`src/odometry_map_scale_estimator_assert.svh`:
```
// Assertion macros shared by the estimator RTL.
// Each macro expects clk and arst_n in scope.
`ifndef ODOMETRY_MAP_SCALE_ESTIMATOR_ASSERT_SVH
`define ODOMETRY_MAP_SCALE_ESTIMATOR_ASSERT_SVH

// consequent checked in the same cycle as the antecedent
`define OMSE_ASSERT_NOW(label, ante, cons, msg) \
	label: assert property (@(posedge clk) disable iff (!arst_n) (ante) |-> (cons)) \
		else $error(msg);

// consequent checked in the cycle after the antecedent
`define OMSE_ASSERT_NEXT(label, ante, cons, msg) \
	label: assert property (@(posedge clk) disable iff (!arst_n) (ante) |=> (cons)) \
		else $error(msg);

`endif

```
`src/omse_pkg.sv`:
```
`timescale 1ns / 1ps
// ----------------------------------------------------------------------------
// omse_pkg
// Types and constants of the odometry map scale estimator.
// ----------------------------------------------------------------------------
package omse_pkg;

	localparam int COORD_W = 24;
	localparam int DIST_W  = 25;
	localparam int SQ_W    = 50;
	localparam int SCALE_W = 24;
	localparam int DTD_W   = 24;
	localparam int FRAC_W  = 16;
	localparam int NUM_W   = DIST_W + FRAC_W;
	localparam int ADDR_W  = 3;
	localparam int DATA_W  = 32;

	localparam logic [DIST_W-1:0]  MIN_DIST        = 25'd41;
	localparam logic [SCALE_W-1:0] SCALE_ONE       = 24'd65536;
	localparam logic [SCALE_W-1:0] SCALE_MAX       = 24'hFFFFFF;
	localparam logic [DTD_W-1:0]   DTD_RESET       = 24'd4096;
	localparam logic [2:0]         RUNAWAY_FACTOR  = 3'd5;

	// register index, taken from paddr[ADDR_W-1:2]
	localparam logic [ADDR_W-3:0]  REG_DTD = '0;

	typedef logic signed [COORD_W-1:0] coord_t;
	typedef logic [2:0][COORD_W-1:0]   vec3_t;

	typedef enum logic [1:0] {
		KIND_CAM_START = 2'd0,
		KIND_ODOM      = 2'd1,
		KIND_CHECK     = 2'd2,
		KIND_CAM_END   = 2'd3
	} kind_t;

	typedef enum logic [3:0] {
		S_IDLE,
		S_CHK_GO,
		S_CHK_RUN,
		S_CAM_GO,
		S_CAM_RUN,
		S_ODO_GO,
		S_ODO_RUN,
		S_DIV_GO,
		S_DIV_RUN,
		S_FIN
	} top_state_t;

	typedef enum logic [1:0] {
		DS_IDLE,
		DS_SQUARE,
		DS_ROOT
	} dist_state_t;

	typedef struct packed {
		logic start;
		logic three_d;
	} dist_req_t;

endpackage

```
`src/omse_if.sv`:
```
`timescale 1ns / 1ps
// ----------------------------------------------------------------------------
// omse_pose_if / omse_status_if
// Valid/ready channels for pose items and status results.
// ----------------------------------------------------------------------------
interface omse_pose_if;
	import omse_pkg::*;

	logic        valid;
	logic        ready;
	logic [1:0]  kind;
	coord_t      x_pos;
	coord_t      y_pos;
	coord_t      z_pos;

	modport source (output valid, kind, x_pos, y_pos, z_pos, input ready);
	modport sink (input valid, kind, x_pos, y_pos, z_pos, output ready);
endinterface

interface omse_status_if;
	import omse_pkg::*;

	logic                valid;
	logic                ready;
	logic                ready_res;
	logic                camera_position_known;
	logic [DIST_W-1:0]   distance_driven;
	logic [SCALE_W-1:0]  scale_value;
	logic                scale_fresh;

	modport source (output valid, ready_res, camera_position_known, distance_driven,
		scale_value, scale_fresh, input ready);
	modport sink (input valid, ready_res, camera_position_known, distance_driven,
		scale_value, scale_fresh, output ready);
endinterface

```
`src/odometry_map_scale_estimator.sv`:
```
`timescale 1ns / 1ps
// ----------------------------------------------------------------------------
// odometry_map_scale_estimator
// Tracks odometry and camera travel and estimates a Q8.16 map scale.
// ----------------------------------------------------------------------------
//  channel  | dir | handshake      | payload
//  ---------+-----+----------------+-----------------------------------------
//  pose     | in  | valid / ready  | kind, x_pos, y_pos, z_pos
//  status   | out | valid / ready  | ready_res, camera_position_known,
//           |     |                | distance_driven, scale_value, scale_fresh
//  apb      | in  | psel / penable | distance_to_drive at byte address 0
//
// One item at a time. Camera start, odometry and an ignored camera end go
// straight to S_FIN. A check runs a 2D distance in the one bit-serial
// distance unit: a shift-add square per axis, then a sqrt. A camera end while
// ready runs two 3D distances and, if both reach MIN_DIST, a divide. One
// result register: a new item is taken while it waits; the item then holds at
// its end until the register is free. No clearing pass.
// ----------------------------------------------------------------------------
module odometry_map_scale_estimator (
	input  logic                           clk,
	input  logic                           arst_n,
	omse_pose_if.sink                      pose,
	omse_status_if.source                  status,
	input  logic                           psel,
	input  logic                           penable,
	input  logic                           pwrite,
	input  logic [omse_pkg::ADDR_W-1:0]    paddr,
	input  logic [omse_pkg::DATA_W-1:0]    pwdata,
	output logic [omse_pkg::DATA_W-1:0]    prdata,
	output logic                           pready
);
	import omse_pkg::*;

	top_state_t         state_q, state_d;

	logic [DTD_W-1:0]   dtd_q;
	vec3_t              cam_q;
	vec3_t              odo_start_q;
	vec3_t              odo_cur_q;
	vec3_t              pt_q;
	logic               awaiting_q;
	logic               cam_known_q;
	logic               odo_en_q;
	logic               ready_q;
	logic [SCALE_W-1:0] scale_q;
	logic               updated_q;
	logic [DIST_W-1:0]  last_dist_q;
	logic [DIST_W-1:0]  dm_q;
	logic [DIST_W-1:0]  dodo_q;

	logic               out_valid_q;
	logic               out_ready_q;
	logic               out_known_q;
	logic [DIST_W-1:0]  out_dist_q;
	logic [SCALE_W-1:0] out_scale_q;
	logic               out_updated_q;

	logic               in_xfer;
	logic               slot_free;
	logic               use_cam;
	logic               big_enough;
	logic               cfg_wr;
	logic [DTD_W+2:0]   runaway;
	vec3_t              in_pt;
	vec3_t              dist_a;
	vec3_t              dist_b;
	dist_req_t          dist_req;
	logic               dist_done;
	logic [DIST_W-1:0]  dist_val;
	logic               div_start;
	logic               div_done;
	logic [SCALE_W-1:0] div_quot;

	assign in_xfer    = pose.valid && pose.ready;
	assign slot_free  = !out_valid_q || status.ready;
	assign in_pt      = {pose.z_pos, pose.y_pos, pose.x_pos};
	assign use_cam    = (state_q == S_CAM_GO) || (state_q == S_CAM_RUN);
	assign dist_a     = use_cam ? cam_q : odo_start_q;
	assign dist_b     = use_cam ? pt_q : odo_cur_q;
	assign big_enough = (dm_q >= MIN_DIST) && (dist_val >= MIN_DIST);
	assign runaway    = (DTD_W+3)'(dtd_q) * (DTD_W+3)'(RUNAWAY_FACTOR);

	// APB: zero wait states, one register
	assign pready = 1'b1;
	assign cfg_wr = psel && penable && pwrite && pready;
	assign prdata = (paddr[ADDR_W-1:2] == REG_DTD) ? DATA_W'(dtd_q) : '0;

	always_comb begin
		state_d          = state_q;
		pose.ready       = 1'b0;
		dist_req.start   = 1'b0;
		dist_req.three_d = 1'b1;
		div_start        = 1'b0;
		case (state_q)
			S_IDLE: begin
				pose.ready = 1'b1;
				if (pose.valid) begin
					case (pose.kind)
						KIND_CAM_START: state_d = S_FIN;
						KIND_ODOM:      state_d = S_FIN;
						KIND_CHECK:     state_d = S_CHK_GO;
						KIND_CAM_END:   state_d = ready_q ? S_CAM_GO : S_FIN;
						default:        state_d = S_FIN;
					endcase
				end
			end
			S_CHK_GO: begin
				dist_req.start   = 1'b1;
				dist_req.three_d = 1'b0;
				state_d          = S_CHK_RUN;
			end
			S_CHK_RUN: begin
				dist_req.three_d = 1'b0;
				if (dist_done) state_d = S_FIN;
			end
			S_CAM_GO: begin
				dist_req.start = 1'b1;
				state_d        = S_CAM_RUN;
			end
			S_CAM_RUN: begin
				if (dist_done) state_d = S_ODO_GO;
			end
			S_ODO_GO: begin
				dist_req.start = 1'b1;
				state_d        = S_ODO_RUN;
			end
			S_ODO_RUN: begin
				if (dist_done) state_d = big_enough ? S_DIV_GO : S_FIN;
			end
			S_DIV_GO: begin
				div_start = 1'b1;
				state_d   = S_DIV_RUN;
			end
			S_DIV_RUN: begin
				if (div_done) state_d = S_FIN;
			end
			S_FIN: begin
				if (slot_free) state_d = S_IDLE;
			end
			default: state_d = S_IDLE;
		endcase
	end

	always_ff @(posedge clk or negedge arst_n) begin
		if (!arst_n) begin
			state_q <= S_IDLE;
		end else begin
			state_q <= state_d;
		end
	end

	always_ff @(posedge clk or negedge arst_n) begin
		if (!arst_n) begin
			dtd_q       <= DTD_RESET;
			cam_q       <= '0;
			odo_start_q <= '0;
			odo_cur_q   <= '0;
			awaiting_q  <= 1'b1;
			cam_known_q <= 1'b0;
			odo_en_q    <= 1'b0;
			ready_q     <= 1'b0;
			scale_q     <= SCALE_ONE;
			updated_q   <= 1'b0;
			last_dist_q <= '0;
			out_valid_q <= 1'b0;
		end else begin
			if (cfg_wr && (paddr[ADDR_W-1:2] == REG_DTD)) dtd_q <= pwdata[DTD_W-1:0];

			if (in_xfer) begin
				case (pose.kind)
					KIND_CAM_START: begin
						cam_q       <= in_pt;
						cam_known_q <= 1'b1;
						odo_en_q    <= 1'b1;
					end
					KIND_ODOM: begin
						if (odo_en_q) begin
							odo_cur_q  <= in_pt;
							if (awaiting_q) odo_start_q <= in_pt;
							awaiting_q <= 1'b0;
						end
					end
					default: ;
				endcase
			end

			if ((state_q == S_CHK_RUN) && dist_done) begin
				last_dist_q <= dist_val;
				if ((DTD_W+3)'(dist_val) > runaway) begin
					cam_known_q <= 1'b0;
					awaiting_q  <= 1'b1;
				end else if ((DTD_W+3)'(dist_val) >= (DTD_W+3)'(dtd_q)) begin
					ready_q  <= 1'b1;
					odo_en_q <= 1'b0;
				end
			end

			// too short a move leaves the scale alone but still counts as an update
			if ((state_q == S_ODO_RUN) && dist_done && !big_enough) updated_q <= 1'b1;

			if ((state_q == S_DIV_RUN) && div_done) begin
				scale_q   <= div_quot;
				updated_q <= 1'b1;
			end

			if ((state_q == S_FIN) && slot_free) out_valid_q <= 1'b1;
			else if (status.ready) out_valid_q <= 1'b0;
		end
	end

	always_ff @(posedge clk) begin
		if (in_xfer) pt_q <= in_pt;
		if ((state_q == S_CAM_RUN) && dist_done) dm_q <= dist_val;
		if ((state_q == S_ODO_RUN) && dist_done) dodo_q <= dist_val;
		if ((state_q == S_FIN) && slot_free) begin
			out_ready_q   <= ready_q;
			out_known_q   <= cam_known_q;
			out_dist_q    <= last_dist_q;
			out_scale_q   <= scale_q;
			out_updated_q <= updated_q;
		end
	end

	assign status.valid                 = out_valid_q;
	assign status.ready_res             = out_ready_q;
	assign status.camera_position_known = out_known_q;
	assign status.distance_driven       = out_dist_q;
	assign status.scale_value           = out_scale_q;
	assign status.scale_fresh           = out_updated_q;

	omse_dist u_dist (
		.clk    (clk),
		.arst_n (arst_n),
		.req    (dist_req),
		.a      (dist_a),
		.b      (dist_b),
		.done   (dist_done),
		.len    (dist_val)
	);

	omse_div u_div (
		.clk    (clk),
		.arst_n (arst_n),
		.start  (div_start),
		.num    (dodo_q),
		.den    (dm_q),
		.done   (div_done),
		.quot   (div_quot)
	);

	`include "odometry_map_scale_estimator_assert.svh"

	`OMSE_ASSERT_NOW(a_dist_done_waiting, dist_done, (state_q == S_CHK_RUN) || (state_q == S_CAM_RUN) || (state_q == S_ODO_RUN), "distance result with no wait state")
	`OMSE_ASSERT_NEXT(a_ready_sticky, ready_q, ready_q, "ready flag cleared")
	`OMSE_ASSERT_NOW(a_scale_from_div, scale_q != $past(scale_q), $past(div_done), "scale changed without a divide")

endmodule

```
`src/omse_dist.sv`:
```
`timescale 1ns / 1ps
// ----------------------------------------------------------------------------
// omse_dist
// Bit-serial Euclidean distance: shift-add squares, then restoring sqrt.
// ----------------------------------------------------------------------------
module omse_dist (
	input  logic                           clk,
	input  logic                           arst_n,
	input  omse_pkg::dist_req_t            req,
	input  omse_pkg::vec3_t                a,
	input  omse_pkg::vec3_t                b,
	output logic                           done,
	output logic [omse_pkg::DIST_W-1:0]    len
);
	import omse_pkg::*;

	localparam int CNT_W = $clog2(DIST_W);
	localparam logic [CNT_W-1:0] CNT_LAST = CNT_W'(DIST_W - 1);

	dist_state_t       state_q, state_d;
	logic [1:0]        dim_q;
	logic [CNT_W-1:0]  cnt_q;
	logic              three_d_q;
	logic [DIST_W-1:0] mag_q;
	logic [SQ_W-1:0]   mcand_q;
	logic [SQ_W-1:0]   acc_q;
	logic [SQ_W-1:0]   root_q;
	logic [SQ_W-1:0]   bitw_q;
	logic              done_q;

	logic [1:0]        sel_dim;
	logic [DIST_W-1:0] diff;
	logic [DIST_W-1:0] mag_new;
	logic [SQ_W-1:0]   acc_n;
	logic [SQ_W:0]     trial;
	logic              fits;
	logic              last_dim;
	logic              cnt_end;

	always_comb begin
		sel_dim  = (state_q == DS_IDLE) ? 2'd0 : dim_q + 2'd1;
		diff     = {a[sel_dim][COORD_W-1], a[sel_dim]} - {b[sel_dim][COORD_W-1], b[sel_dim]};
		mag_new  = diff[DIST_W-1] ? (~diff + 1'b1) : diff;
		acc_n    = acc_q + (mag_q[0] ? mcand_q : '0);
		trial    = {1'b0, root_q} + {1'b0, bitw_q};
		fits     = {1'b0, acc_q} >= trial;
		last_dim = three_d_q ? (dim_q == 2'd2) : (dim_q == 2'd1);
		cnt_end  = (cnt_q == CNT_LAST);
	end

	always_comb begin
		state_d = state_q;
		case (state_q)
			DS_IDLE: begin
				if (req.start) state_d = DS_SQUARE;
			end
			DS_SQUARE: begin
				if (cnt_end && last_dim) state_d = DS_ROOT;
			end
			DS_ROOT: begin
				if (cnt_end) state_d = DS_IDLE;
			end
			default: state_d = DS_IDLE;
		endcase
	end

	always_ff @(posedge clk or negedge arst_n) begin
		if (!arst_n) begin
			state_q <= DS_IDLE;
			done_q  <= 1'b0;
		end else begin
			state_q <= state_d;
			done_q  <= (state_q == DS_ROOT) && cnt_end;
		end
	end

	always_ff @(posedge clk) begin
		case (state_q)
			DS_IDLE: begin
				if (req.start) begin
					dim_q     <= 2'd0;
					cnt_q     <= '0;
					three_d_q <= req.three_d;
					mag_q     <= mag_new;
					mcand_q   <= SQ_W'(mag_new);
					acc_q     <= '0;
				end
			end
			DS_SQUARE: begin
				acc_q <= acc_n;
				if (cnt_end) begin
					cnt_q <= '0;
					if (last_dim) begin
						root_q <= '0;
						bitw_q <= SQ_W'(1) << (SQ_W - 2);
					end else begin
						dim_q   <= sel_dim;
						mag_q   <= mag_new;
						mcand_q <= SQ_W'(mag_new);
					end
				end else begin
					cnt_q   <= cnt_q + 1'b1;
					mag_q   <= mag_q >> 1;
					mcand_q <= mcand_q << 1;
				end
			end
			DS_ROOT: begin
				if (fits) begin
					acc_q  <= acc_q - trial[SQ_W-1:0];
					root_q <= (root_q >> 1) + bitw_q;
				end else begin
					root_q <= root_q >> 1;
				end
				bitw_q <= bitw_q >> 2;
				cnt_q  <= cnt_q + 1'b1;
			end
			default: ;
		endcase
	end

	assign done = done_q;
	assign len  = root_q[DIST_W-1:0];

endmodule

```
`src/omse_div.sv`:
```
`timescale 1ns / 1ps
// ----------------------------------------------------------------------------
// omse_div
// Restoring divider, one quotient bit per cycle, saturating Q8.16 result.
// ----------------------------------------------------------------------------
module omse_div (
	input  logic                           clk,
	input  logic                           arst_n,
	input  logic                           start,
	input  logic [omse_pkg::DIST_W-1:0]    num,
	input  logic [omse_pkg::DIST_W-1:0]    den,
	output logic                           done,
	output logic [omse_pkg::SCALE_W-1:0]   quot
);
	import omse_pkg::*;

	localparam int CNT_W = $clog2(NUM_W);
	localparam logic [CNT_W-1:0] CNT_LAST = CNT_W'(NUM_W - 1);

	logic               busy_q;
	logic               done_q;
	logic [CNT_W-1:0]   cnt_q;
	logic [NUM_W-1:0]   num_q;
	logic [DIST_W-1:0]  den_q;
	logic [DIST_W-1:0]  rem_q;
	logic [SCALE_W-1:0] quot_q;
	logic               ovf_q;

	logic [DIST_W:0]    rem_t;
	logic [DIST_W:0]    rem_sub;
	logic               ge;

	always_comb begin
		rem_t   = {rem_q, num_q[NUM_W-1]};
		rem_sub = rem_t - {1'b0, den_q};
		ge      = rem_t >= {1'b0, den_q};
	end

	always_ff @(posedge clk or negedge arst_n) begin
		if (!arst_n) begin
			busy_q <= 1'b0;
			done_q <= 1'b0;
		end else begin
			done_q <= busy_q && (cnt_q == CNT_LAST);
			if (start) busy_q <= 1'b1;
			else if (busy_q && (cnt_q == CNT_LAST)) busy_q <= 1'b0;
		end
	end

	always_ff @(posedge clk) begin
		if (start) begin
			num_q  <= {num, FRAC_W'(0)};
			den_q  <= den;
			rem_q  <= '0;
			quot_q <= '0;
			ovf_q  <= 1'b0;
			cnt_q  <= '0;
		end else if (busy_q) begin
			rem_q  <= ge ? rem_sub[DIST_W-1:0] : rem_t[DIST_W-1:0];
			num_q  <= num_q << 1;
			quot_q <= {quot_q[SCALE_W-2:0], ge};
			// any 1 leaving the top means the quotient exceeds the scale range
			ovf_q  <= ovf_q | quot_q[SCALE_W-1];
			cnt_q  <= cnt_q + 1'b1;
		end
	end

	assign done = done_q;
	assign quot = ovf_q ? SCALE_MAX : quot_q;

endmodule

```
`src/flat_wrapper.sv`:
```
// flat-port wrapper written by rule: the top's interface ports become plain ports
module odometry_map_scale_estimator_flat import omse_pkg::*;
  (clk, arst_n, psel, penable, pwrite, paddr, pwdata, prdata, pready, pose_valid, pose_kind, pose_x_pos, pose_y_pos, pose_z_pos, pose_ready, status_valid, status_ready_res, status_camera_position_known, status_distance_driven, status_scale_value, status_scale_fresh, status_ready);
  omse_pose_if pose_i ();
  omse_status_if status_i ();
  input  logic clk;
  input  logic arst_n;
  input  logic psel;
  input  logic penable;
  input  logic pwrite;
  input  logic [omse_pkg::ADDR_W-1:0] paddr;
  input  logic [omse_pkg::DATA_W-1:0] pwdata;
  output logic [omse_pkg::DATA_W-1:0] prdata;
  output logic pready;
  input wire logic [$bits(pose_i.valid)-1:0] pose_valid;
  input wire logic [$bits(pose_i.kind)-1:0] pose_kind;
  input wire logic [$bits(pose_i.x_pos)-1:0] pose_x_pos;
  input wire logic [$bits(pose_i.y_pos)-1:0] pose_y_pos;
  input wire logic [$bits(pose_i.z_pos)-1:0] pose_z_pos;
  output wire logic [$bits(pose_i.ready)-1:0] pose_ready;
  output wire logic [$bits(status_i.valid)-1:0] status_valid;
  output wire logic [$bits(status_i.ready_res)-1:0] status_ready_res;
  output wire logic [$bits(status_i.camera_position_known)-1:0] status_camera_position_known;
  output wire logic [$bits(status_i.distance_driven)-1:0] status_distance_driven;
  output wire logic [$bits(status_i.scale_value)-1:0] status_scale_value;
  output wire logic [$bits(status_i.scale_fresh)-1:0] status_scale_fresh;
  input wire logic [$bits(status_i.ready)-1:0] status_ready;
  assign pose_i.valid = pose_valid;
  assign pose_i.kind = pose_kind;
  assign pose_i.x_pos = pose_x_pos;
  assign pose_i.y_pos = pose_y_pos;
  assign pose_i.z_pos = pose_z_pos;
  assign pose_ready = pose_i.ready;
  assign status_valid = status_i.valid;
  assign status_ready_res = status_i.ready_res;
  assign status_camera_position_known = status_i.camera_position_known;
  assign status_distance_driven = status_i.distance_driven;
  assign status_scale_value = status_i.scale_value;
  assign status_scale_fresh = status_i.scale_fresh;
  assign status_i.ready = status_ready;
  odometry_map_scale_estimator u_core (.clk(clk), .arst_n(arst_n), .pose(pose_i), .status(status_i), .psel(psel), .penable(penable), .pwrite(pwrite), .paddr(paddr), .pwdata(pwdata), .prdata(prdata), .pready(pready));
endmodule
```
`config.mk`:
```
export PLATFORM = sky130hd
export DESIGN_NAME = odometry_map_scale_estimator_flat
export DESIGN_NICKNAME = d
export VERILOG_FILES = /design/src/omse_pkg.sv /design/src/omse_if.sv /design/src/odometry_map_scale_estimator.sv /design/src/omse_dist.sv /design/src/omse_div.sv /design/src/flat_wrapper.sv
export VERILOG_INCLUDE_DIRS = /design/src /design/src/src
export SDC_FILE = /design/constraint.sdc
export NUM_CORES = 2
export LEC_CHECK = 0
export BUFFER_PORTS_ARGS = -buffer_cell sky130_fd_sc_hd__buf_4
export CAP_MARGIN = 5
export CORE_ASPECT_RATIO = 0.5
export CORE_MARGIN = 2
export CORE_UTILIZATION = 63
export CTS_CLUSTER_DIAMETER = 100
export CTS_CLUSTER_SIZE = 14
export DETAILED_ROUTE_END_ITERATION = 10
export GPL_ROUTABILITY_DRIVEN = 1
export HOLD_SLACK_MARGIN = 0.03
export PLACE_DENSITY = 0.81
export SLEW_MARGIN = 5
export SYNTH_ARGS = -nofsm -noshare
export SYNTH_HDL_FRONTEND = slang
export SYNTH_SLANG_ARGS = --single-unit
```
`constraint.sdc`:
```
create_clock -name clk -period 10.3 [get_ports clk]
set_clock_uncertainty 0.15 [all_clocks]
set_input_delay 1.545 -clock clk [delete_from_list [all_inputs] [get_ports clk]]
set_output_delay 1.545 -clock clk [all_outputs]
set_load 0.02 [all_outputs]
```
==> metrics <==
largest cells by area after synthesis=edfxtp_1, dfrtp_1, ha_1; CP endpoint kind=register; most common library cells after synthesis=edfxtp_1, nor2_1, nand2_1; HP Class=register to register; crit path cell chain=ha_1, and4_1, nor4b_2, o2111ai_1, a21boi_1, a21o_1, a21oi_2, o211ai_1, a31oi_1, xor2_1, ha_1, and4_1, nand3_1, a31o_2, a211oi_1, o21ai_0, a21oi_1, o21ai_1, a21o_1, a21boi_4, buf_4; Ports=203; CTS tree=built; Yosys warnings=0; Levels on crit path=21; clock network power share=36.7%; area leader, netlist=edfxtp_1; Inserted Clock Buffers=66; Worst-Skew Late Latency=0.66 ns; Die H=195.7 um; final-report hold violation count=0; top_reg_cell synth=edfxtp_1; total gr overflow=0; FMAX=138.5 MHz; Buf/Inv on CP=1; DIE WIDTH=387.4 um; CP top delay family=compound AO/OA/AOI/OAI gates; area grow syn2layout=9.070%; Post-Synthesis Cells=4391; via count=34820; Hold Slack=0.2994 ns; CTS Hold Bufs=0; PortBufs=183; total wire length=112.0 mm; Max clock buf depth=3; fin crit share=70.10%; Final Critical Period=7.221 ns; CP Data Required Time=10.46 ns; routed vias/inst=6.314; Worst-Margin Slew=1.201 ns; Logic pwr share=12.2%; slowest cell delay on critical path=0.82 ns; post-CTS setup buffers=0; All-Layer GR Usage=29.22%; CTS H-Tree Depth=3; Post-synth EDFFs=432; outcome=completed; Syn Area/Cell=10.55 um2; HPWL after detailed placement=76.80 mm; Reg power frac=51.1%; vias in the first global route=33570; Finished Core Util=69.31%; fin area=50510 um2; initial antenna violation count=3; worst-path maximum fanout=26; Yosys top cell area share=28.01%; R2R cell count=21; DR iter-0 viols=3629; max-slew violation count=0; pwr/cell area=130.6 nW/um2; die area=75820 um2; share of cells above drive strength 1=15.79%; switching power total=0.001650 W; area of the mapped netlist=46310 um2; WS Path Type=register to register; Synth async-reset ratio=38.38%; setup TNS=0 ns; first-pass GRT wire length=178.6 mm; FP Rows=70; switch share=25.01%; slew margin rel.=19.95%; Post-DRT Antenna Nets=0; Placement Cell Area=48550 um2; WL/cell=20.31 um; Placer Congestion=0.9319; number of setup violations in the final report=0; Seq cells post-synth=792; maxcap violations=0; RSZ-0062 raised after global routing=false; Static Leak=21.86 nW; most common cell in the netlist=edfxtp_1; core area=72870 um2; Peak supply drop=0.1070 mV; flop-to-flop setup slack=3.08 ns; Worst EP arrival=7.38 ns; Seq/Total Area, Yosys=46.87%; CTS root buf=clkbuf_16; Netlist cell types=106; WHS Path Cells=0; Starting Density=63.55%; Internal=0.004946 W; startpoint types=register; Overall Power=0.006596 W; Sink Count=792; number of remaining DRC errors=0; largest net degree at the start of global routing=169; clock-pin slew on the worst setup and hold paths=0.08 ns; Nets=4910; cts repair resizes=0; critical path's slowest cell=a21boi_4; Pre-Repair DR Iteration Count=7
state kept, by name, summed over array words and instances (netlist names), 50 cells and up:
signal and cells:
u_core.odo_start_q 72, u_core.cam_q 72, u_core.u_dist.acc_q 50, u_core.u_dist.root_q 50, u_core.odo_cur_q 72, u_core.u_dist.mcand_q 50
u_core.pt_q 72
per-layer routing:
layer  share of wire [%]  global-route usage, %
met1                  45                  42.29
met4                 1.6                  7.089
met3                 6.6                  4.004
met5               0.024                      0
met2                  46                  47.01
cells in the final DEF (no fill, tap or decap), drive strengths merged, types with 101 or more instances in the layout:
| cell | instances |
|---|---|
| ha | 301 |
| a21oi | 310 |
| nand2 | 358 |
| xnor2 | 101 |
| xor2 | 104 |
| clkbuf | 115 |
| a21o | 119 |
| dfrtp | 301 |
| inv | 126 |
| edfxtp | 432 |
| mux2 | 322 |
| o21ai | 241 |
| nor2 | 413 |
| buf | 224 |
power groups by stage:
stage	sequential [W]	clock, W	combinational (W)
floorplan	0.00342	0	0.000566
global placement	0.00344	0	0.000752
detailed placement	0.00344	0	0.000786
CTS	0.00337	0.00245	0.000794
global route	0.00337	0.00257	0.000916
finish	0.00337	0.00242	0.000804
layout make-up:
class	count	area [um2]
tap	972	1216
antenna	1	2.502
sequential	792	21710
clock inverter	6	75.07
fill	5269	22360
multi-input combinational	3280	23460
clock buffer	115	1878
timing repair buffer	224	1702
inverter	125	469.2
stage by stage:
stage | worst slack, ns | instances
floorplan | 1.903 | 4398
global placement | 3.165 | 5393
detailed placement | 3.103 | 5393
CTS | 3.079 | 5514
global route | 2.747 | 5514
finish | 3.079 | 5515
path summary, 6_finish.rpt:
kind,startpoint,end
worst min register to register,u_core.last_dist_q[9],u_core.status.distance_driven[9]
worst max register to register,u_core.u_dist.root_q[8],u_core.u_dist.acc_q[4]
worst min-delay path,u_core.last_dist_q[9],u_core.status.distance_driven[9]
min in group asynchronous,arst_n,u_core.last_dist_q[24]
worst max-delay path,u_core.u_dist.root_q[8],u_core.u_dist.acc_q[4]
max in group asynchronous,arst_n,u_core.odo_cur_q[24]
cells by family after synthesis:
| group | after synthesis | share of synthesized area [%] |
|---|---|---|
| and+or+nand+nor | 1235 | 12.54 |
| AOI/OAI and AO/OA | 1104 | 15.58 |
| DFF | 792 | 46.87 |
| muxes | 421 | 9.970 |
| buffers and inverters | 326 | 2.791 |
| adders and majority gates | 305 | 8.306 |
| xor gates and xnor gates | 206 | 3.926 |
| other | 2 | 0.01622 |
(Power assumes the default switching activity.)
